**src/sv/fmpf_pkg.sv**
```systemverilog
// ----------------------------------------------------------------------------
// fmpf_pkg
// Types and constants shared by the first-match packet filter modules.
// ----------------------------------------------------------------------------
package fmpf_pkg;

    // operation codes as carried on the input tuser
    localparam logic [1:0] OP_CHECK = 2'd0;
    localparam logic [1:0] OP_ADD   = 2'd1;
    localparam logic [1:0] OP_CLEAR = 2'd2;

    localparam logic [1:0] DIR_ANY  = 2'd2;

    localparam int IN_DATA_W  = 96;
    localparam int OUT_DATA_W = 72;
    localparam int CFG_ADDR_W = 3;

    // register indexes (paddr[2])
    localparam logic CFG_FILTER_ON  = 1'b0;
    localparam logic CFG_MISS_ALLOW = 1'b1;

    typedef enum logic [1:0] {
        K_CHECK = 2'd0,
        K_ADD   = 2'd1,
        K_CLEAR = 2'd2,
        K_NOP   = 2'd3
    } kind_t;

    // one rule, or the packet fields of a check item
    typedef struct packed {
        logic [31:0] mask;
        logic [15:0] port;
        logic        port_used;
        logic        addr_used;
        logic [7:0]  proto;
        logic        action;
        logic [1:0]  dir;
        logic [31:0] addr;
    } rule_t;

    localparam int RULE_W = $bits(rule_t);

    typedef struct packed {
        kind_t kind;
        rule_t rule;
    } cmd_t;

endpackage

```
**src/sv/fmpf_ram.sv**
```systemverilog
// ----------------------------------------------------------------------------
// fmpf_ram
// Generic single-write, single-read RAM with registered read data.
// ----------------------------------------------------------------------------
module fmpf_ram #(
    parameter int  WIDTH  = 8,
    parameter int  DEPTH  = 32,
    localparam int ADDR_W = (DEPTH > 1) ? $clog2(DEPTH) : 1
) (
    input  logic              clk,
    input  logic              wr_en,
    input  logic [ADDR_W-1:0] wr_addr,
    input  logic [WIDTH-1:0]  wr_data,
    input  logic              rd_en,
    input  logic [ADDR_W-1:0] rd_addr,
    output logic [WIDTH-1:0]  rd_data
);

    logic [WIDTH-1:0] mem [DEPTH];
    logic [WIDTH-1:0] rd_data_reg;

    always_ff @(posedge clk)
    begin
        if (wr_en)
        begin
            mem[wr_addr] <= wr_data;
        end
        if (rd_en)
        begin
            rd_data_reg <= mem[rd_addr];
        end
    end

    assign rd_data = rd_data_reg;

endmodule

```
**src/sv/fmpf_front.sv**
```systemverilog
// ----------------------------------------------------------------------------
// fmpf_front
// Accepts input items, classifies the operation and queues commands.
// ----------------------------------------------------------------------------
module fmpf_front (
    input  logic                           clk,
    input  logic                           rst_n,
    input  logic                           s_axis_tvalid,
    output logic                           s_axis_tready,
    input  logic [fmpf_pkg::IN_DATA_W-1:0] s_axis_tdata,
    input  logic [1:0]                     s_axis_tuser,
    output logic                           cmd_valid,
    input  logic                           cmd_pop,
    output fmpf_pkg::cmd_t                 cmd
);

    fmpf_pkg::cmd_t q_reg [2];
    logic           wr_ptr_reg, wr_ptr_next;
    logic           rd_ptr_reg, rd_ptr_next;
    logic [1:0]     cnt_reg, cnt_next;
    fmpf_pkg::cmd_t in_cmd;
    logic           push;

    always_comb
    begin
        in_cmd.rule.dir       = s_axis_tdata[1:0];
        in_cmd.rule.proto     = s_axis_tdata[9:2];
        in_cmd.rule.addr      = s_axis_tdata[41:10];
        in_cmd.rule.port      = s_axis_tdata[57:42];
        in_cmd.rule.action    = s_axis_tdata[58];
        in_cmd.rule.addr_used = s_axis_tdata[59];
        in_cmd.rule.port_used = s_axis_tdata[60];
        in_cmd.rule.mask      = s_axis_tdata[92:61];
        unique case (s_axis_tuser)
            fmpf_pkg::OP_CHECK: in_cmd.kind = fmpf_pkg::K_CHECK;
            fmpf_pkg::OP_ADD:   in_cmd.kind = fmpf_pkg::K_ADD;
            fmpf_pkg::OP_CLEAR: in_cmd.kind = fmpf_pkg::K_CLEAR;
            default:            in_cmd.kind = fmpf_pkg::K_NOP;
        endcase
    end

    assign s_axis_tready = (cnt_reg != 2'd2);
    assign push          = s_axis_tvalid && s_axis_tready;
    assign cmd_valid     = (cnt_reg != 2'd0);
    assign cmd           = q_reg[rd_ptr_reg];

    always_comb
    begin
        wr_ptr_next = wr_ptr_reg;
        rd_ptr_next = rd_ptr_reg;
        cnt_next    = cnt_reg;
        if (push)
        begin
            wr_ptr_next = ~wr_ptr_reg;
        end
        if (cmd_pop && cmd_valid)
        begin
            rd_ptr_next = ~rd_ptr_reg;
        end
        case ({push, cmd_pop && cmd_valid})
            2'b10:   cnt_next = cnt_reg + 2'd1;
            2'b01:   cnt_next = cnt_reg - 2'd1;
            default: cnt_next = cnt_reg;
        endcase
    end

    always_ff @(posedge clk or negedge rst_n)
    begin
        if (!rst_n)
        begin
            wr_ptr_reg <= 1'b0;
            rd_ptr_reg <= 1'b0;
            cnt_reg    <= 2'd0;
        end
        else
        begin
            wr_ptr_reg <= wr_ptr_next;
            rd_ptr_reg <= rd_ptr_next;
            cnt_reg    <= cnt_next;
        end
    end

    always_ff @(posedge clk)
    begin
        if (push)
        begin
            q_reg[wr_ptr_reg] <= in_cmd;
        end
    end

endmodule

```
**src/sv/fmpf_back.sv**
```systemverilog
// ----------------------------------------------------------------------------
// fmpf_back
// Executes queued commands: rule table, first-match scan, counters, result.
// ----------------------------------------------------------------------------
module fmpf_back #(
    parameter int  RULE_SLOTS = 32,
    localparam int ADDR_W = (RULE_SLOTS > 1) ? $clog2(RULE_SLOTS) : 1,
    localparam int CNT_W  = $clog2(RULE_SLOTS + 1)
) (
    input  logic                            clk,
    input  logic                            rst_n,
    input  logic                            filter_on,
    input  logic                            miss_allow,
    input  logic                            cmd_valid,
    output logic                            cmd_pop,
    input  fmpf_pkg::cmd_t                  cmd,
    output logic                            m_axis_tvalid,
    input  logic                            m_axis_tready,
    output logic [fmpf_pkg::OUT_DATA_W-1:0] m_axis_tdata
);

    typedef enum logic [2:0] {
        ST_IDLE = 3'b001,
        ST_SCAN = 3'b010,
        ST_OUT  = 3'b100
    } state_t;

    state_t                    state_reg, state_next;
    logic [CNT_W-1:0]          total_reg, total_next;
    logic [CNT_W-1:0]          scan_idx_reg, scan_idx_next;
    logic                      pend_reg, pend_next;
    logic [31:0]               pass_reg, pass_next;
    logic [31:0]               block_reg, block_next;
    fmpf_pkg::rule_t           pkt_reg, pkt_next;
    logic                      allow_reg, allow_next;
    logic                      status_reg, status_next;

    logic                      issue;
    logic                      wr_en;
    logic [fmpf_pkg::RULE_W-1:0] rd_data;
    fmpf_pkg::rule_t           rule;
    logic                      hit;
    logic                      verdict;
    logic                      finish;
    logic [CNT_W+5:0]          total_ext;

    fmpf_ram #(
        .WIDTH (fmpf_pkg::RULE_W),
        .DEPTH (RULE_SLOTS)
    ) u_rules (
        .clk     (clk),
        .wr_en   (wr_en),
        .wr_addr (total_reg[ADDR_W-1:0]),
        .wr_data (cmd.rule),
        .rd_en   (issue),
        .rd_addr (scan_idx_reg[ADDR_W-1:0]),
        .rd_data (rd_data)
    );

    assign rule  = fmpf_pkg::rule_t'(rd_data);
    assign issue = (state_reg == ST_SCAN) && (scan_idx_reg < total_reg);

    always_comb
    begin
        hit = 1'b1;
        if ((rule.dir != fmpf_pkg::DIR_ANY) && (rule.dir != pkt_reg.dir))
        begin
            hit = 1'b0;
        end
        if ((rule.proto != 8'd0) && (rule.proto != pkt_reg.proto))
        begin
            hit = 1'b0;
        end
        if (rule.addr_used && ((pkt_reg.addr & rule.mask) != (rule.addr & rule.mask)))
        begin
            hit = 1'b0;
        end
        if (rule.port_used && (rule.port != pkt_reg.port))
        begin
            hit = 1'b0;
        end
    end

    always_comb
    begin
        state_next    = state_reg;
        total_next    = total_reg;
        scan_idx_next = scan_idx_reg;
        pend_next     = pend_reg;
        pass_next     = pass_reg;
        block_next    = block_reg;
        pkt_next      = pkt_reg;
        allow_next    = allow_reg;
        status_next   = status_reg;
        cmd_pop       = 1'b0;
        wr_en         = 1'b0;
        finish        = 1'b0;
        verdict       = miss_allow;

        unique case (state_reg)
            ST_IDLE:
            begin
                if (cmd_valid)
                begin
                    cmd_pop     = 1'b1;
                    allow_next  = 1'b0;
                    status_next = 1'b0;
                    state_next  = ST_OUT;
                    unique case (cmd.kind)
                        fmpf_pkg::K_CHECK:
                        begin
                            if (filter_on)
                            begin
                                state_next    = ST_SCAN;
                                scan_idx_next = '0;
                                pend_next     = 1'b0;
                                pkt_next      = cmd.rule;
                            end
                            else
                            begin
                                allow_next = 1'b1;
                            end
                        end
                        fmpf_pkg::K_ADD:
                        begin
                            if (total_reg >= CNT_W'(RULE_SLOTS))
                            begin
                                status_next = 1'b1;
                            end
                            else
                            begin
                                wr_en      = 1'b1;
                                total_next = total_reg + CNT_W'(1);
                            end
                        end
                        fmpf_pkg::K_CLEAR:
                        begin
                            total_next = '0;
                        end
                        default:
                        begin
                        end
                    endcase
                end
            end
            ST_SCAN:
            begin
                // reads are pipelined: rule k is compared while k+1 is read
                pend_next = issue;
                if (issue)
                begin
                    scan_idx_next = scan_idx_reg + CNT_W'(1);
                end
                if (pend_reg && hit)
                begin
                    verdict = rule.action;
                    finish  = 1'b1;
                end
                else if (!issue)
                begin
                    finish = 1'b1;
                end
                if (finish)
                begin
                    allow_next = verdict;
                    state_next = ST_OUT;
                    if (verdict)
                    begin
                        pass_next = pass_reg + 32'd1;
                    end
                    else
                    begin
                        block_next = block_reg + 32'd1;
                    end
                end
            end
            ST_OUT:
            begin
                if (m_axis_tready)
                begin
                    state_next = ST_IDLE;
                end
            end
            default:
            begin
                state_next = ST_IDLE;
            end
        endcase
    end

    always_ff @(posedge clk or negedge rst_n)
    begin
        if (!rst_n)
        begin
            state_reg <= ST_IDLE;
            total_reg <= '0;
            pend_reg  <= 1'b0;
            pass_reg  <= 32'd0;
            block_reg <= 32'd0;
        end
        else
        begin
            state_reg <= state_next;
            total_reg <= total_next;
            pend_reg  <= pend_next;
            pass_reg  <= pass_next;
            block_reg <= block_next;
        end
    end

    always_ff @(posedge clk)
    begin
        scan_idx_reg <= scan_idx_next;
        pkt_reg      <= pkt_next;
        allow_reg    <= allow_next;
        status_reg   <= status_next;
    end

    // counters and table size hold while the result waits
    assign total_ext     = {6'd0, total_reg};
    assign m_axis_tvalid = (state_reg == ST_OUT);
    assign m_axis_tdata  = {total_ext[5:0], block_reg, pass_reg, status_reg, allow_reg};

endmodule

```
**src/sv/first_match_packet_filter_core.sv**
```systemverilog
// ----------------------------------------------------------------------------
// first_match_packet_filter_core
// First-match packet filter: rule table, packet checks, pass/block counters.
// ----------------------------------------------------------------------------
// channel   | direction | contents
// s_axis    | in        | tdata: direction, protocol, remote_addr, remote_port,
//           |           |   rule_allow, addr_used, port_used, addr_mask
//           |           | tuser: operation
// m_axis    | out       | tdata: allow, status, passed_total, blocked_total,
//           |           |   rules_in_use
// apb       | in/out    | filter_on at 0x0, miss_allow at 0x4
//
// A check with filtering on reads rules in table order from the rule RAM, one
// rule read per cycle, until the first hit (all N in use on a miss); other
// items skip the scan and go straight to the result.
// Items are queued two deep ahead of the execution engine, one item in flight.
// Reset is asynchronous; the table comes up empty with no clearing pass.
// A stalled result holds the engine; input keeps filling the queue.
// ----------------------------------------------------------------------------
module first_match_packet_filter_core #(
    parameter int RULE_SLOTS = 32
) (
    input  logic                            clk,
    input  logic                            rst_n,
    // [1:0] direction, [9:2] protocol, [41:10] remote_addr, [57:42] remote_port,
    // [58] rule_allow, [59] addr_used, [60] port_used, [92:61] addr_mask
    input  logic                            s_axis_tvalid,
    output logic                            s_axis_tready,
    input  logic [fmpf_pkg::IN_DATA_W-1:0]  s_axis_tdata,
    // [1:0] operation
    input  logic [1:0]                      s_axis_tuser,
    // [0] allow, [1] status, [33:2] passed_total, [65:34] blocked_total,
    // [71:66] rules_in_use
    output logic                            m_axis_tvalid,
    input  logic                            m_axis_tready,
    output logic [fmpf_pkg::OUT_DATA_W-1:0] m_axis_tdata,
    input  logic                            psel,
    input  logic                            penable,
    input  logic                            pwrite,
    input  logic [fmpf_pkg::CFG_ADDR_W-1:0] paddr,
    input  logic [31:0]                     pwdata,
    output logic [31:0]                     prdata,
    output logic                            pready
);

    logic           filter_on_reg;
    logic           miss_allow_reg;
    logic           cfg_wr;
    logic           cmd_valid;
    logic           cmd_pop;
    fmpf_pkg::cmd_t cmd;

    assign pready = 1'b1;
    assign cfg_wr = psel && penable && pwrite && pready;

    always_ff @(posedge clk or negedge rst_n)
    begin
        if (!rst_n)
        begin
            filter_on_reg  <= 1'b0;
            miss_allow_reg <= 1'b1;
        end
        else if (cfg_wr)
        begin
            unique case (paddr[2])
                fmpf_pkg::CFG_FILTER_ON:  filter_on_reg  <= pwdata[0];
                fmpf_pkg::CFG_MISS_ALLOW: miss_allow_reg <= pwdata[0];
                default:
                begin
                end
            endcase
        end
    end

    always_comb
    begin
        unique case (paddr[2])
            fmpf_pkg::CFG_FILTER_ON:  prdata = {31'd0, filter_on_reg};
            fmpf_pkg::CFG_MISS_ALLOW: prdata = {31'd0, miss_allow_reg};
            default:                  prdata = 32'd0;
        endcase
    end

    fmpf_front u_front (
        .clk           (clk),
        .rst_n         (rst_n),
        .s_axis_tvalid (s_axis_tvalid),
        .s_axis_tready (s_axis_tready),
        .s_axis_tdata  (s_axis_tdata),
        .s_axis_tuser  (s_axis_tuser),
        .cmd_valid     (cmd_valid),
        .cmd_pop       (cmd_pop),
        .cmd           (cmd)
    );

    fmpf_back #(
        .RULE_SLOTS (RULE_SLOTS)
    ) u_back (
        .clk           (clk),
        .rst_n         (rst_n),
        .filter_on     (filter_on_reg),
        .miss_allow    (miss_allow_reg),
        .cmd_valid     (cmd_valid),
        .cmd_pop       (cmd_pop),
        .cmd           (cmd),
        .m_axis_tvalid (m_axis_tvalid),
        .m_axis_tready (m_axis_tready),
        .m_axis_tdata  (m_axis_tdata)
    );

endmodule

```
**config.mk**
```make
export PLATFORM = sky130hd
export DESIGN_NAME = first_match_packet_filter_core
export DESIGN_NICKNAME = d
export VERILOG_FILES = /design/src/sv/fmpf_pkg.sv /design/src/sv/fmpf_ram.sv /design/src/sv/fmpf_front.sv /design/src/sv/fmpf_back.sv /design/src/sv/first_match_packet_filter_core.sv
export SDC_FILE = /design/constraint.sdc
export NUM_CORES = 2
export LEC_CHECK = 0
export BUFFER_PORTS_ARGS = -buffer_cell sky130_fd_sc_hd__buf_2
export CORE_MARGIN = 2
export CORE_UTILIZATION = 45
export CTS_CLUSTER_DIAMETER = 120
export DETAILED_ROUTE_END_ITERATION = 8
export PLACE_DENSITY = 0.66
export SETUP_SLACK_MARGIN = 0.05
export SYNTH_ARGS = -nofsm -noshare
export SYNTH_HDL_FRONTEND = slang
export SYNTH_SLANG_ARGS = --single-unit
```
**constraint.sdc**
```tcl
create_clock -name clk -period 13.2 [get_ports clk]
set_input_delay 1.98 -clock clk [delete_from_list [all_inputs] [get_ports clk]]
set_output_delay 1.98 -clock clk [all_outputs]
set_load 0.03 [all_outputs]
```
==> reports/results.ini <==
[global_routing]
overflow = 0
top_usage_layer = met2
grt_pass1_vias = 59700
globalRouteMet2Util_pct = 34.1
grtUsageMet3_pct = 3.32
grt_pass1_wl_um = 438000
grt_util_all_layers_pct = 21.0
antenna_found_initial = 19
grt_use_met1_pct = 30.2
grt_max_degree = 118

[synth]
synth_edf_count = 3325
muxShareOfSynthArea_pct = 17.9
synth.avg_cell_area_um2 = 24.6
synth-xor-area-share_pct = 0.874
synthAdderAreaFrac_pct = 0.126
synth_cell_types = 52
ys.flop_type = edfxtp_1
synth_cells = 5253
ys_seq_area_share_pct = 78.8
netlist.area_leader.share_pct = 77.3
syn-cell-area_um2 = 129000
synthTopCellsByArea = edfxtp_1 (77%), mux4_2 (16%), mux2_2 (1.7%)
synth-compound-area-share_pct = 0.219
synth_largest_area_cell = edfxtp_1
synth-simple-area-share_pct = 1.07
synth_top_family_by_area = multiplexers
ys_seq_elements = 3405
synthArstFlopShare_pct = 2.35
yosys_warnings = 0

[detailed_routing]
firstDrtPassIters = 7
finalWirelength_um = 309000
wl_per_cell_um = 32.0
drc = 0
vias = 59000
vias_per_cell = 6.11
drtIter0Drc = 7018
detail-route-antenna-nets = 0

[final_layout]
multi_input_area_um2 = 26500
post-route-util_pct = 51.2
drive_above_1_share_pct = 32.9
final_common_cell = edfxtp_1
seqCellArea_um2 = 102000
mostFrequentLayoutCells = edfxtp_1 (3325), mux4_2 (930), clkbuf_16 (353), mux2_2 (190), buf_2 (177)
finalNonFillerCells = 9660
largest_reg_flops = 2976
final_net_count = 5784
fill_cells = 21800
area_delta_synth_final_pct = 13.2

[clock_tree]
clock-sinks = 3405
cts.hold.buffers_added = 0
cts_setup_buffers = 0
clk_pin_slew_ns = 0.06
ctsResizeCount = 0
htreeDepth = 5
cts_buffers = 348
cts_root_buf = clkbuf_16
worstSkewPairLatency_ns = 0.96
cts_buffer_depth = 4
tritoncts = yes

[placed_design]
io_buffers = 178
routabilityCongestion = 0.785
dp_cells = 9043
place_hpwl_um = 142000

[timing]
tightest_slew_ns = 1.14
slew_violations = 0
finalCritPeriodShare_pct = 40.8
finalSetupTns_ns = 0
skew_ns = 0.0714
finalSetupViolCount = 0
period_minus_slack_ns = 5.39
fmax_ghz = 0.186
rsz0062_at_grt = false
hold_violations = 0
slew_headroom_pct = 24.3

[hold_path]
min_path_cells = 1
hp-class = reg2reg

[power]
total_leakage_power_nw = 46.2
ir_drop_mv = 0.120
p_per_area_nw_per_um2 = 178
p_total_mw = 26.1

[floorplanning]
die_w_um = 540
start_util_pct = 45.3
dieArea_um2 = 291000
die_h_um = 540
core_area_um2 = 285000
num_rows = 196
io_pins = 247

[critical_path]
cp.required_ns = 13.71
reg2regPathDepth = 7
cp_max_fo = 39
endpoint_kind = register
path_class = reg2reg
cp-start-kind = register
crit_arrival_ns = 5.89

[flow_run]
drv_cap = 0

[outcome]
status = finished clean

## kinds of logic (layout without fill, tap and decap cells)
kind of cell,Yosys count,count (layout)
DFF,3405,3405
muxes,1124,1124
buffers and inverters,297,909
and+or+nand+nor,245,245
xor gates and xnor gates,129,129
AOI/OAI and AO/OA,38,38
adders and majority gates,13,13
other,2,35
## final timing paths
check | slack (ns) | from | end
worst max-delay path | 7.81 | u_front.rd_ptr_reg | u_back.u_rules.mem[21][22]
worst min-delay path | 0.46 | u_back.pass_reg[31] | u_back.pass_reg[31]
worst max register to register | 7.81 | u_front.rd_ptr_reg | u_back.u_rules.mem[21][22]
worst min register to register | 0.46 | u_back.pass_reg[31] | u_back.pass_reg[31]
max in group asynchronous | 11.20 | rst_n | u_front.rd_ptr_reg
min in group asynchronous | 1.25 | rst_n | u_back.pass_reg[10]
## final cells by class
class                      instances  area share (%)
clock inverter                   190            1.41
timing repair buffer             278            1.35
tap                             3762            3.22
clock buffer                     424            6.24
sequential                      3405            69.6
inverter                          17          0.0488
antenna                            3         0.00513
multi-input combinational       1581            18.1
## report_power, final
| part | internal (mW) | switching, mW | total (mW) | leakage (nW) |
|---|---|---|---|---|
| clock network | 5.50 | 4.11 | 9.61 | 5.44 |
| logic | 0.881 | 2.07 | 2.95 | 9.75 |
| registers | 13.4 | 0.114 | 13.5 | 31.0 |
| total | 19.8 | 6.29 | 26.1 | 46.2 |
## synthesized netlist by cell type, types with 2 or more instances
cell type and n:
buf_4 34, xnor2_1 22, conb_1 2, nor4_2 14, and3_1 7, a21o_1 3, clkbuf_1 169, mux2_2 190
nand2_1 47, mux4_2 930, nand4_1 19, clkinv_1 2, a22oi_1 17, nor3b_1 6, mux2i_1 2, nand3_1 23
nand2b_1 4, and2_1 4, nor4b_2 5, buf_1 73, edfxtp_1 3325, dfstp_2 2, ha_1 13, nor4b_1 6
nor4_1 15, buf_2 2, inv_1 15, buf_6 2, or4_1 3, dfrtp_1 78, nor3_1 22, o21ai_0 4
a221o_1 2, a21oi_1 2, nor2_1 61, xor2_1 107, and4_1 6
## per-stage QoR
stage	hold slack [ns]	setup slack, ns	area [µm²]
2_1_floorplan	0.461	6.61	129000
3_3_place_gp	0.453	7.74	135000
3_5_place_dp	0.454	7.84	135000
4_1_cts	0.466	7.71	146000
5_1_grt	0.483	7.53	146000
6_report	0.460	7.81	146000
## critical path: stages, from the launching register on
cell	delay, ns
dfrtp_4	0.94
a31oi_1	0.23
nor3_1	0.19
buf_4	0.20
nand2_1	0.46
nor2_4	1.02
buf_4	0.99
buf_4	0.85
## per-layer routing
layer  share of wire, %  wire, µm
met1                 41    126000
met2                 49    151000
met3                8.4     25800
met4                2.0      6080
met5              0.039       121
(Power assumes the default switching activity.)
